==> config.mk <==
export PLATFORM = sky130hd
export DESIGN_NAME = nsfc_back
export DESIGN_NICKNAME = d
export VERILOG_FILES = /design/src/rtl/core/nsfc_pkg.sv /design/src/rtl/core/nsfc_back.sv
export SDC_FILE = /design/constraint.sdc
export NUM_CORES = 1
export LEC_CHECK = 0
export BUFFER_PORTS_ARGS = -buffer_cell sky130_fd_sc_hd__buf_2
export CELL_PAD_IN_SITES_DETAIL_PLACEMENT = 1
export CELL_PAD_IN_SITES_GLOBAL_PLACEMENT = 1
export CORE_MARGIN = 1
export CORE_UTILIZATION = 48
export CTS_BUF_LIST = sky130_fd_sc_hd__clkbuf_4 sky130_fd_sc_hd__clkbuf_8 sky130_fd_sc_hd__clkbuf_16
export DETAILED_ROUTE_END_ITERATION = 6
export PLACE_DENSITY = 0.93
export SLEW_MARGIN = 5
export SYNTH_ARGS = -nofsm -noshare
export SYNTH_HDL_FRONTEND = slang
export SYNTH_SLANG_ARGS = --single-unit
==> constraint.sdc <==
create_clock -name clk -period 7.75 [get_ports clk]
set_input_delay 2.325 -clock clk [delete_from_list [all_inputs] [get_ports clk]]
set_output_delay 2.325 -clock clk [all_outputs]
set_load 0.03 [all_outputs]
==> src/rtl/core/nsfc_pkg.sv <==
// Package for the NMEA sentence framer and checksum checker.
// Holds character codes, result codes and the classified word type
// shared by the front, back and top modules.
`default_nettype none

package nsfc_pkg;

  localparam int MAX_FIELDS_DEF = 64;
  localparam int LEN_W          = 11;
  localparam int FIELD_W        = 7;
  localparam int QUEUE_DEPTH    = 2;
  localparam int QPTR_W         = $clog2(QUEUE_DEPTH);
  localparam int QCNT_W         = $clog2(QUEUE_DEPTH + 1);

  localparam logic [LEN_W-1:0] MAX_LEN_RESET = 11'd256;

  localparam logic [7:0] CH_LF     = 8'h0A;
  localparam logic [7:0] CH_DOLLAR = 8'h24;
  localparam logic [7:0] CH_STAR   = 8'h2A;
  localparam logic [7:0] CH_COMMA  = 8'h2C;
  localparam logic [7:0] CH_G      = 8'h47;
  localparam logic [7:0] CH_V      = 8'h56;
  localparam logic [7:0] CH_P      = 8'h50;
  localparam logic [7:0] CH_L      = 8'h4C;
  localparam logic [7:0] CH_A      = 8'h41;
  localparam logic [7:0] CH_B      = 8'h42;
  localparam logic [7:0] CH_Q      = 8'h51;

  localparam logic [23:0] TYPE_GGA = 24'h474741;
  localparam logic [23:0] TYPE_RMC = 24'h524D43;
  localparam logic [23:0] TYPE_GSV = 24'h475356;
  localparam logic [23:0] TYPE_GSA = 24'h475341;
  localparam logic [23:0] TYPE_SXT = 24'h535854;
  localparam logic [23:0] TYPE_VTG = 24'h565447;
  localparam logic [23:0] TYPE_YMR = 24'h594D52;

  localparam logic [2:0] KIND_UNKNOWN = 3'd0;
  localparam logic [2:0] KIND_GGA     = 3'd1;
  localparam logic [2:0] KIND_RMC     = 3'd2;
  localparam logic [2:0] KIND_GSV     = 3'd3;
  localparam logic [2:0] KIND_GSA     = 3'd4;
  localparam logic [2:0] KIND_SXT     = 3'd5;
  localparam logic [2:0] KIND_VTG     = 3'd6;
  localparam logic [2:0] KIND_YMR     = 3'd7;

  localparam logic [2:0] TALK_NONE = 3'd0;
  localparam logic [2:0] TALK_P    = 3'd1;
  localparam logic [2:0] TALK_L    = 3'd2;
  localparam logic [2:0] TALK_A    = 3'd3;
  localparam logic [2:0] TALK_B    = 3'd4;
  localparam logic [2:0] TALK_Q    = 3'd5;

  typedef enum logic [1:0] {
    ST_OK        = 2'd0,
    ST_MISMATCH  = 2'd1,
    ST_OVERFLOW  = 2'd2,
    ST_NO_FIELDS = 2'd3
  } status_t;

  typedef struct packed {
    logic [7:0] data;
    logic       is_sync_letter;
    logic       is_field_end;
    logic       is_star;
    logic       is_lf;
    logic       is_hex;
    logic [3:0] hex_val;
    logic [2:0] talker;
  } item_t;

endpackage

`default_nettype wire

==> src/rtl/core/nsfc_back.sv <==
// Back end: sentence framing, checksum, field count and result register.
// Takes classified words from nsfc_front; uses nsfc_pkg codes.
`default_nettype none

module nsfc_back #(
  parameter int MAX_FIELDS = nsfc_pkg::MAX_FIELDS_DEF
) (
  input  wire logic                         clk,
  input  wire logic                         rst_n,
  input  wire logic                         q_valid,
  input  wire nsfc_pkg::item_t              q_item,
  output logic                              q_pop,
  input  wire logic                         cfg_wr_en,
  input  wire logic [nsfc_pkg::LEN_W-1:0]   cfg_wr_data,
  output logic                              out_valid,
  input  wire logic                         out_ready,
  output logic [1:0]                        out_status,
  output logic [2:0]                        out_sentence_kind,
  output logic [2:0]                        out_talker_system,
  output logic [nsfc_pkg::LEN_W-1:0]        out_sentence_length,
  output logic [nsfc_pkg::FIELD_W-1:0]      out_field_count,
  output logic [7:0]                        out_computed_sum,
  output logic [7:0]                        out_received_sum
);

  function automatic logic [2:0] kind_of(input logic [23:0] t);
    unique case (t)
      nsfc_pkg::TYPE_GGA: kind_of = nsfc_pkg::KIND_GGA;
      nsfc_pkg::TYPE_RMC: kind_of = nsfc_pkg::KIND_RMC;
      nsfc_pkg::TYPE_GSV: kind_of = nsfc_pkg::KIND_GSV;
      nsfc_pkg::TYPE_GSA: kind_of = nsfc_pkg::KIND_GSA;
      nsfc_pkg::TYPE_SXT: kind_of = nsfc_pkg::KIND_SXT;
      nsfc_pkg::TYPE_VTG: kind_of = nsfc_pkg::KIND_VTG;
      nsfc_pkg::TYPE_YMR: kind_of = nsfc_pkg::KIND_YMR;
      default:            kind_of = nsfc_pkg::KIND_UNKNOWN;
    endcase
  endfunction

  logic [nsfc_pkg::LEN_W-1:0]   max_len_r;
  logic [nsfc_pkg::LEN_W-1:0]   cnt_r, cnt_nxt;
  logic                         prev_dollar_r, prev_dollar_nxt;
  logic [7:0]                   xor_r, xor_nxt;
  logic                         star_r, star_nxt;
  logic [7:0]                   hex_r, hex_nxt;
  logic                         stop_r, stop_nxt;
  logic [23:0]                  type_r, type_nxt;
  logic [2:0]                   talker_r, talker_nxt;
  logic [nsfc_pkg::FIELD_W-1:0] fields_r, fields_nxt;

  logic                         emit;
  nsfc_pkg::status_t            emit_status;
  logic [nsfc_pkg::LEN_W-1:0]   emit_len;
  logic [7:0]                   rcv_sum;
  logic                         out_valid_r, out_valid_nxt;

  assign q_pop = q_valid && (!out_valid_r || out_ready);

  always_comb begin
    cnt_nxt         = cnt_r;
    prev_dollar_nxt = prev_dollar_r;
    xor_nxt         = xor_r;
    star_nxt        = star_r;
    hex_nxt         = hex_r;
    stop_nxt        = stop_r;
    type_nxt        = type_r;
    talker_nxt      = talker_r;
    fields_nxt      = fields_r;
    emit            = 1'b0;
    emit_status     = nsfc_pkg::ST_OK;
    emit_len        = cnt_r;
    rcv_sum         = 8'd0;
    if (q_pop) begin
      if (cnt_r == '0) begin
        prev_dollar_nxt = (q_item.data == nsfc_pkg::CH_DOLLAR);
        if (prev_dollar_r && q_item.is_sync_letter) begin
          cnt_nxt    = nsfc_pkg::LEN_W'(2);
          xor_nxt    = q_item.data;
          star_nxt   = 1'b0;
          hex_nxt    = 8'd0;
          stop_nxt   = 1'b0;
          type_nxt   = 24'd0;
          talker_nxt = nsfc_pkg::TALK_NONE;
          fields_nxt = '0;
        end
      end else if (cnt_r >= max_len_r) begin
        emit        = 1'b1;
        emit_status = nsfc_pkg::ST_OVERFLOW;
        emit_len    = cnt_r;
        cnt_nxt     = '0;
      end else begin
        cnt_nxt = cnt_r + 1'b1;
        case (cnt_r)
          nsfc_pkg::LEN_W'(2): talker_nxt       = q_item.talker;
          nsfc_pkg::LEN_W'(3): type_nxt[23:16]  = q_item.data;
          nsfc_pkg::LEN_W'(4): type_nxt[15:8]   = q_item.data;
          nsfc_pkg::LEN_W'(5): type_nxt[7:0]    = q_item.data;
          default: ;
        endcase
        if (q_item.is_field_end && fields_r < nsfc_pkg::FIELD_W'(MAX_FIELDS)) begin
          fields_nxt = fields_r + 1'b1;
        end
        if (!star_r) begin
          if (q_item.is_star) begin
            star_nxt = 1'b1;
          end else begin
            xor_nxt = xor_r ^ q_item.data;
          end
        end else if (!stop_r) begin
          if (q_item.is_hex) begin
            hex_nxt = {hex_r[3:0], q_item.hex_val};
          end else begin
            stop_nxt = 1'b1;
          end
        end
        if (q_item.is_lf) begin
          emit     = 1'b1;
          emit_len = cnt_r + 1'b1;
          cnt_nxt  = '0;
          rcv_sum  = star_nxt ? hex_nxt : 8'd0;
          if (xor_nxt != rcv_sum) begin
            emit_status = nsfc_pkg::ST_MISMATCH;
          end else if (fields_nxt == '0) begin
            emit_status = nsfc_pkg::ST_NO_FIELDS;
          end else begin
            emit_status = nsfc_pkg::ST_OK;
          end
        end
      end
    end
    if (emit_status == nsfc_pkg::ST_OVERFLOW) begin
      rcv_sum = star_nxt ? hex_nxt : 8'd0;
    end
  end

  always_comb begin
    out_valid_nxt = out_valid_r;
    if (emit) begin
      out_valid_nxt = 1'b1;
    end else if (out_ready) begin
      out_valid_nxt = 1'b0;
    end
  end

  always_ff @(posedge clk) begin
    if (!rst_n) begin
      max_len_r     <= nsfc_pkg::MAX_LEN_RESET;
      cnt_r         <= '0;
      prev_dollar_r <= 1'b0;
      out_valid_r   <= 1'b0;
    end else begin
      if (cfg_wr_en) begin
        max_len_r <= cfg_wr_data;
      end
      cnt_r         <= cnt_nxt;
      prev_dollar_r <= prev_dollar_nxt;
      out_valid_r   <= out_valid_nxt;
    end
  end

  always_ff @(posedge clk) begin
    xor_r    <= xor_nxt;
    star_r   <= star_nxt;
    hex_r    <= hex_nxt;
    stop_r   <= stop_nxt;
    type_r   <= type_nxt;
    talker_r <= talker_nxt;
    fields_r <= fields_nxt;
    if (emit) begin
      out_status          <= emit_status;
      out_sentence_kind   <= kind_of(type_nxt);
      out_talker_system   <= talker_nxt;
      out_sentence_length <= emit_len;
      out_field_count     <= fields_nxt;
      out_computed_sum    <= xor_nxt;
      out_received_sum    <= rcv_sum;
    end
  end

  assign out_valid = out_valid_r;

  a_cnt_never_one: assert property (@(posedge clk) disable iff (!rst_n)
    cnt_r != nsfc_pkg::LEN_W'(1))
    else $error("byte count skipped sync pair");

  a_closed_len: assert property (@(posedge clk) disable iff (!rst_n)
    out_valid_r && out_status != nsfc_pkg::ST_OVERFLOW |-> out_sentence_length >= 3)
    else $error("closed sentence shorter than three bytes");

  a_fields_sat: assert property (@(posedge clk) disable iff (!rst_n)
    out_valid_r |-> out_field_count <= nsfc_pkg::FIELD_W'(MAX_FIELDS))
    else $error("field count above limit");

endmodule

`default_nettype wire

=== Word-level counts from Yosys, hierarchy flattened ===
Cells that the tools add are included.

* Add/sub/neg operators: 2
* Order comparisons: 2
* Equal/unequal tests: 16
* Muxes and demuxes: 82
* Bitwise gates (word level): 1
* Reduce and logical (&&, ||, !) cells: 12

{| class="wikitable"
|+ Operator list
! operator !! count
|-
| $mux W8 || 29
|-
| $eq A24 B23 Y1 const B || 7
|-
| $mux W24 || 4
|-
| $mux W11 || 8
|-
| $mux W7 || 8
|-
| $eq A11 B2 Y1 const B || 2
|-
| $eq A11 B3 Y1 const B || 2
|-
| $mux W1 || 21
|-
| $pmux W3 S7 || 1
|-
| $mux W3 || 5
|-
| $mux W2 || 6
|-
| $add A11 B1 Y11 const B || 1
|-
| $ge A11 B11 Y1 || 1
|-
| $logic_not A11 Y1 || 1
|-
| $eq A8 B6 Y1 const B || 1
|-
| $ne A8 B8 Y1 || 1
|-
| $xor A8 B8 Y8 || 1
|-
| $add A7 B1 Y7 const B || 1
|-
| $logic_not A7 Y1 || 1
|-
| $lt A7 B7 Y1 const B || 1
|-
| $reduce_and A2 Y1 || 2
|-
| $reduce_and A4 Y1 || 1
|-
| $reduce_bool A2 Y1 || 2
|-
| $logic_and A1 B1 Y1 || 3
|-
| other kinds (5) || 5
|}

* Flip-flop bits (word level): 118
* Bits of input ports: 36
* Output and inout bits: 44
* Logic and storage cells: 133

=== Logic depth before layout (Yosys ltp) ===
Gate-level depths: netlist of run 1.

* Depth after elaboration: 15
* Depth in mapped cells: 13
* Gate-level depth less buffers: 12

=== Worst setup path before layout of run 1 ===
Ideal clock, no wire load.

* Path type: in2out
* From: input out_ready
* To: output q_pop
* Data arrival time: 3.079 ns
* Data required time: 5.425 ns
* Slack: 2.346 ns
* Stages: 4
* Buffers on the path: 1
* Path through: nand2b_1 nand2_1 clkinv_1 clkbuf_1

* Longest elaborated chain between the ends: 2

{| class="wikitable"
|+ Ends and longest elaborated chain
! item !! RTL line !! text
|-
| start: declaration || nsfc_back.sv:16 || <nowiki>input wire logic out_ready,</nowiki>
|-
| $logic_or A1 B1 Y1 || nsfc_back.sv:56 || <nowiki>assign q_pop = q_valid && (!out_valid_r || out_ready);</nowiki>
|-
| $logic_and A1 B1 Y1 || nsfc_back.sv:56 ||
|-
| end: declaration || nsfc_back.sv:12 || <nowiki>output logic q_pop,</nowiki>
|}

Every way passes these cells.

=== Worst setup path in the final report of run 1 ===
Same ends and word-level chain as after synthesis.

==> results.md, run 1 <==
* Post-Synth Simple-Gate Area at 0.205
* CTS Buf Count at 17
* Final setup vio count at 0
* Core ar. at 0.0122 mm^2
* Vias at 5567
* Complex-gate fraction of the synthesized area at 0.208
* Synthesis-to-layout area growth at 18.4%
* Syn Area/Cell at 9.62 um^2
* Number of global-route vias before repair at 5955
* Power per Cell Area at 229 mW/mm^2
* Post-CTS Hold Buffers at 0
* Leak at between 3 and 4 nW
* Leading cell type in the layout, fill and taps excluded: buf_2
* Min cycle time layout at 6.36 ns
* Post-CTS Setup Bufs at 0
* H-tree Lvls at 4
* 1st-iter DRT viols at 586
* End of the critical path: q_pop
* Clock root buffer master: clkbuf_16
* # IOs at 80
* Mapped Cells at 638
* Max Slew Vio Count at 0
* Final hold vios at 0
* R2R Path Start: cnt_r[6]$_SDFFE_PN0P_
* Synthesized flop and latch total at 118
* Final wirelength at around 19000 um
* Cell Area, Synth at 0.00614 mm^2
* RSZ-0062 raised after global routing: false
* Critical path class: primary input to output port
* Post-DP HPWL at approximately 13000 um
* First-pass GRT wire length at 31100 um
* Worst-margin pin slew at ~1.0 ns
* Clk sink count at 118
* Mux cell area share after synthesis at 0.0375
* Clock Latency Late Sink at between 0.4 and 0.5 ns
* Crit path from: out_ready
* Count of cell types in the netlist at 82
* Cts repair resizes at 0
* DR vias/cell at 6.26
* Setup TNS at 0 ns
* Share of layout cells above drive strength 1 at 0.201
* Ys flop type: dfxtp_1
* CP Max Fanout at 19
* Synth Net Count at 691
* Total global routing overflow at 0
* Die area at approximately 0.013 mm^2
* Initial antenna violation count at 0
* Finished Layout Cells at a little under 900
* Power, Total at 1.66 mW
* IO Port Bufs at 79
* Ys Warns at 0
* Nets at roughly 760
* Post-synth ARST share at 0
* Hold Crit Class: flip-flop to flip-flop
* Die H at approximately 120 um
* Most frequent cells in the layout: buf_2, dfxtp_1, nand2_1
* Worst Skew at 0.00703 ns
* Largest net degree at the start of global routing at 44
* Gpl congestion at 0.953
* CP Capture Type: output port
* Largest family of logic cells by synthesized area: compound AO/OA/AOI/OAI gates
* CTS Buffer Depth at 2
* Status: complete, no violations
* Reg2Reg Depth at 10
* Starting Density at 0.502
* Fillers at 1430
* Die Span X at about 120 um
* # placed instances at 857
* Adder-cell area share of the yosys netlist at 0.0347
* Max Cap Viol at 0
* EDFF count, synth at between 40 and 50
* Worst EP required at 5.43 ns
* Type of element launching the critical path: primary input
* Placement Rows at 40
* DRC at 0
* CP arrival at 4.03 ns
* Wire length per cell at 21.8 um
* Antenna Cells at 0
* FF-to-FF End: out_computed_sum[5]$_DFFE_PP_
* Headroom to the max-slew limit at 0.317
* Fmax at 0.157 GHz
* Clock transition at path regs at 0.05 ns
* Total iterations of the first detailed-routing run at 6
* CTS tree: yes
* Total GRT Usage at 0.309
* Post-synthesis sequential area ratio at 0.455
* Routed Antenna Nets at 0
* Synth Area in XOR/XNOR at 0.0214
* R2R Setup Slk at 3.02 ns
* Worst VDD drop at 0.130 mV
* Period utilization at 0.820
-- power by group --
part	total (mW)	switching, mW	internal (mW)
Clock	0.857	0.308	0.549
Combinational	0.139	0.0897	0.0497
Sequential	0.667	0.0130	0.654
-- worst max-delay path, cell delays in order --
cell	delay, ns
buf_2	0.10
nand2b_1	0.15
nand2_1	0.38
clkinv_1	0.67
buf_2	0.40
-- cells in the mapped netlist (7+ instances only) --
master / number / share of area
o211ai_1: 7 / 0.0086
o21ai_0: 48 / 0.039
nor2_1: 41 / 0.025
ha_1: 17 / 0.035
a22o_1: 19 / 0.027
edfxtp_1: 43 / 0.21
inv_1: 23 / 0.014
nand3_1: 33 / 0.027
mux2i_1: 23 / 0.038
nor3_1: 11 / 0.0090
nor2b_1: 23 / 0.023
nand2_1: 50 / 0.031
clkbuf_1: 20 / 0.012
dfxtp_1: 75 / 0.24
nand4_1: 11 / 0.011
a21oi_1: 48 / 0.039
xor2_1: 9 / 0.013
and3_1: 13 / 0.013
-- final cells by class --
cell class | instances | area [um^2] | share of cell area
clock inverters | 14 | 196 | 0.0270
repair buffers | 81 | 410 | 0.0565
flip-flops and latches | 118 | 2790 | 0.384
inverters | 26 | 97.6 | 0.0134
multi-input cells | 464 | 3120 | 0.429
well taps | 168 | 210 | 0.0289
clock buffers | 18 | 439 | 0.0605
-- layer usage --
| metal | GRT usage | wire, um | vias up | part of all wire |
|---|---|---|---|---|
| li1 | - | - | 2520 | - |
| met1 | 0.363 | 8030 | 2744 | 0.41 |
| met2 | 0.529 | 9570 | 242 | 0.49 |
| met3 | 0.0664 | 1170 | 61 | 0.060 |
| met4 | 0.167 | 639 | 0 | 0.033 |
| met5 | 0 | 0 | - | 0 |
-- cells by family (layout without fill, tap and decap cells) --
group | count (synthesis) | after routing
and+or+nand+nor | 226 | 226
muxes | 23 | 23
AOI/OAI and AO/OA | 183 | 183
buffers and inverters | 56 | 139
adders and majority gates | 17 | 17
DFF | 118 | 118
xor gates and xnor gates | 15 | 15
-- worst min-delay path by stage --
stage | depth (start not counted) | slack (ns) | endpoint | from
after floorplan | 1 | 0.44 | type_r[7]$_DFF_P_ | type_r[7]$_DFF_P_
after global placement | 1 | 0.45 | type_r[7]$_DFF_P_ | type_r[7]$_DFF_P_
after detailed placement | 1 | 0.46 | type_r[7]$_DFF_P_ | type_r[7]$_DFF_P_
after CTS | 1 | 0.49 | talker_r[2]$_DFF_P_ | talker_r[2]$_DFF_P_
after global routing | 1 | 0.52 | type_r[5]$_DFF_P_ | type_r[5]$_DFF_P_
final | 1 | 0.48 | talker_r[2]$_DFF_P_ | talker_r[2]$_DFF_P_
-- state kept, by name, indices dropped and copies added, names as in the netlist --
signal / count
out_sentence_kind: 3
out_computed_sum: 8
out_valid: 1
star_r: 1
talker_r: 3
out_field_count: 7
out_sentence_length: 11
out_received_sum: 8
stop_r: 1
out_status: 2
hex_r: 8
prev_dollar_r: 1
type_r: 24
out_talker_system: 3
xor_r: 8
cnt_r: 11
fields_r: 7
max_len_r: 11
-- stage by stage --
| stage | setup slack (ns) | util | hold WS (ns) | area [um^2] |
|---|---|---|---|---|
| final | 1.39 | 0.595 | 0.483 | 7260 |
| after global routing | 1.35 | 0.595 | 0.517 | 7260 |
| after CTS | 1.46 | 0.595 | 0.485 | 7260 |
| after detailed placement | 1.50 | 0.543 | 0.459 | 6630 |
| after global placement | 1.55 | 0.543 | 0.454 | 6630 |
| after floorplan | 2.35 | - | 0.437 | 6140 |
No activity file was read; power rests on OpenSTA's default activity.
==> inputs of run 2 (changes only) <==
ABC_AREA = 1   (was default)
CORE_UTILIZATION = 43   (was 48)
PLACE_DENSITY = 0.88   (was 0.93)
clock period = 6.05 ns   (was 7.75 ns; I/O delays follow)
==> run 2 against run 1 <==
Compared with the run above:
- largest cell class unchanged
- setup slack worse by 0.025 ns
- the run now ends with design-rule violations left
- area after synthesis up 6.7%
- critical path type unchanged
- routed wire length up 2.2%
- largest power group is now combinational logic
==> results.md, run 2 <==
* Violated checks: design-rule violations
* Setup WS post-layout at approximately 1.4 ns
* CTS Buffer Depth at 2
* CP Capture Type: output port
* Final wirelength at between 15000 and 20000 um
* Clock transition at path regs at 0.05 ns
* # placed instances at ~1.1k
* Most frequent cells in the layout: nand2_1, inv_1, buf_2
* Fillers at around 1.9k
* Worst VDD drop at 0.319 mV
* Gpl congestion at 0.842
* Clock Latency Late Sink at ~0.43 ns
* RSZ-0062 raised after global routing: false
* Most common library cells after synthesis: nand2_1, inv_1, dfxtp_1
* Mapped Cells at 866
* Final core occ at 0.526
* Setup TNS at 0 ns
* Routed Antenna Nets at 0
* DRC at 6
* Syn Area/Cell at 7.56 um^2
* Vias at 6171
* Multi-input logic area at 0.00316 mm^2
* # IOs at 80
* CP delay by family, top: buffers and inverters
* CP Max Fanout at 24
* Min cycle time layout at 4.68 ns
* Post-synth top area share at 0.229
* Max Slew Vio Count at 0
* Post-DP HPWL at 14800 um
* Core ar. at 0.0147 mm^2
* EDFF count, synth at 43
* Antenna Cells at 0
* CP arrival at 2.87 ns
* Period utilization at 0.774
* Top post-synthesis cells by area: dfxtp_1, edfxtp_1, nand2_1
* H-tree Lvls at 4
* Hold WS at 0.471 ns
* Power, Total at 3.82 mW
* Worst-margin pin slew at approximately 0.98 ns
* Die area at 0.0157 mm^2
* Largest net degree at the start of global routing at 32
* Post-synthesis sequential area ratio at 0.427
* Clock root buffer master: clkbuf_16
* IO Port Bufs at 79
* Max Cap Viol at 0
* Reg with most FFs: type_r
* Most common cell in the netlist: nand2_1
* Total iterations of the first detailed-routing run at 7
* Initial antenna violation count at 0
* Worst Skew at between 0.004 and 0.005 ns
* CP Cell Sequence: buf_2 -> inv_1 -> nand2_1 -> nand2_1 -> buf_4 -> inv_1 -> buf_4 -> buf_2
* Share of layout cells above drive strength 1 at 0.174
* Fmax at 0.214 GHz
* Post-CTS Hold Buffers at 0
* Count of cell types in the netlist at 43
* Design Area, Final at 0.00773 mm^2
* Die H at about 130 um
* Placed inst area at 0.00713 mm^2
* CTS Buf Count at 17
* Placement Rows at 44
* Die Span X at 125 um
* Finished Layout Cells at 1148
* Total global routing overflow at 0
* Synth Net Count at 919
* Type of element launching the critical path: primary input
* Register area at around 0.0028 mm^2
* 1st-iter DRT viols at 365
* Buffers plus inverters on the worst setup path at 6
* Synth area leader: dfxtp_1
* Worst slack, placed at 1.39 ns
* Starting Density at 0.445
* Critical path class: primary input to output port
* Ys Warns at 0
* Leak at 3.53 nW
* Cell Area, Synth at about 0.0065 mm^2
* First-pass GRT wire length at 32400 um
* Ys flop type: dfxtp_1
* Wire length per cell at roughly 17 um
* Worst EP required at 4.24 ns
* Headroom to the max-slew limit at 0.345
* Max reg flops at 24
* Synthesis-to-layout area growth at 18.1%
* Critical Path Max Stage Delay at 0.27 ns
* Clk sink count at around 120
* Total GRT Usage at 0.265
* CTS tree: yes
* DR vias/cell at between 5 and 6
* Number of global-route vias before repair at 6452
* Post-synth ARST share at 0
* Power per Cell Area at about 490 mW/mm^2
* Final setup vio count at 0
* Nets at around 1k
* Synthesized flop and latch total at 118
* Post-CTS Setup Bufs at 0
* Critical-path top delay cell: buf_4
* Status: finished, violations left
* Cts repair resizes at 0
* Hold Crit Class: flip-flop to flip-flop
* Final hold vios at 0
* Leading cell type in the layout, fill and taps excluded: nand2_1
run 2: cell types whose count changed in the layout (fill, tap and decap cells not counted), sizes merged, moves of 23 or more:
cell | previous run | this run
inv | 28 | 138
mux2i | 23 | 0
nand2 | 51 | 236
nand3 | 33 | 63
nor2 | 42 | 86
nor2b | 23 | 0
run 2: tightest hold or removal path, cell delays in order (launching register included):
cell and delay (ns):
dfxtp_1 0.29, inv_1 0.06, o21ai_0 0.07
run 2: layout make-up:
class                      instances  share of cell area
clock buffer                      19              0.0578
clock inverter                    13              0.0199
inverter                         138              0.0673
multi-input combinational        592               0.408
sequential                       118               0.361
tap                              184              0.0298
timing repair buffer              84              0.0560
run 2: logic make-up after synthesis:
family / count (synthesis) / synth area share
adders and majority gates: 17 / 0.0325
and+or+nand+nor: 426 / 0.307
xor gates and xnor gates: 23 / 0.0308
DFF: 118 / 0.427
AOI/OAI and AO/OA: 126 / 0.109
buffers and inverters: 156 / 0.0946
run 2: layer usage:
metal	global-route usage	wire length, um	up-vias
met5	0	0	-
met4	0.124	500	0
met3	0.0415	779	41
met2	0.466	9930	147
met1	0.317	8630	2973
li1	-	-	3010
run 2: final timing paths:
path	depth (start not counted)	start	slack [ns]	endpoint
setup / recovery	8	out_ready	1.37	q_pop
hold / removal	2	max_len_r[8]$_SDFFE_PN1P_	0.47	max_len_r[8]$_SDFFE_PN1P_
hold reg to reg	2	max_len_r[8]$_SDFFE_PN1P_	0.47	max_len_r[8]$_SDFFE_PN1P_
setup reg to reg	13	cnt_r[2]$_SDFFE_PN0P_	2.57	out_sentence_length[1]$_DFFE_PP_
run 2: power by group:
part           switching (mW)  internal [mW]
Combinational            1.17          0.466
Clock                   0.375          0.659
Sequential             0.0855           1.06
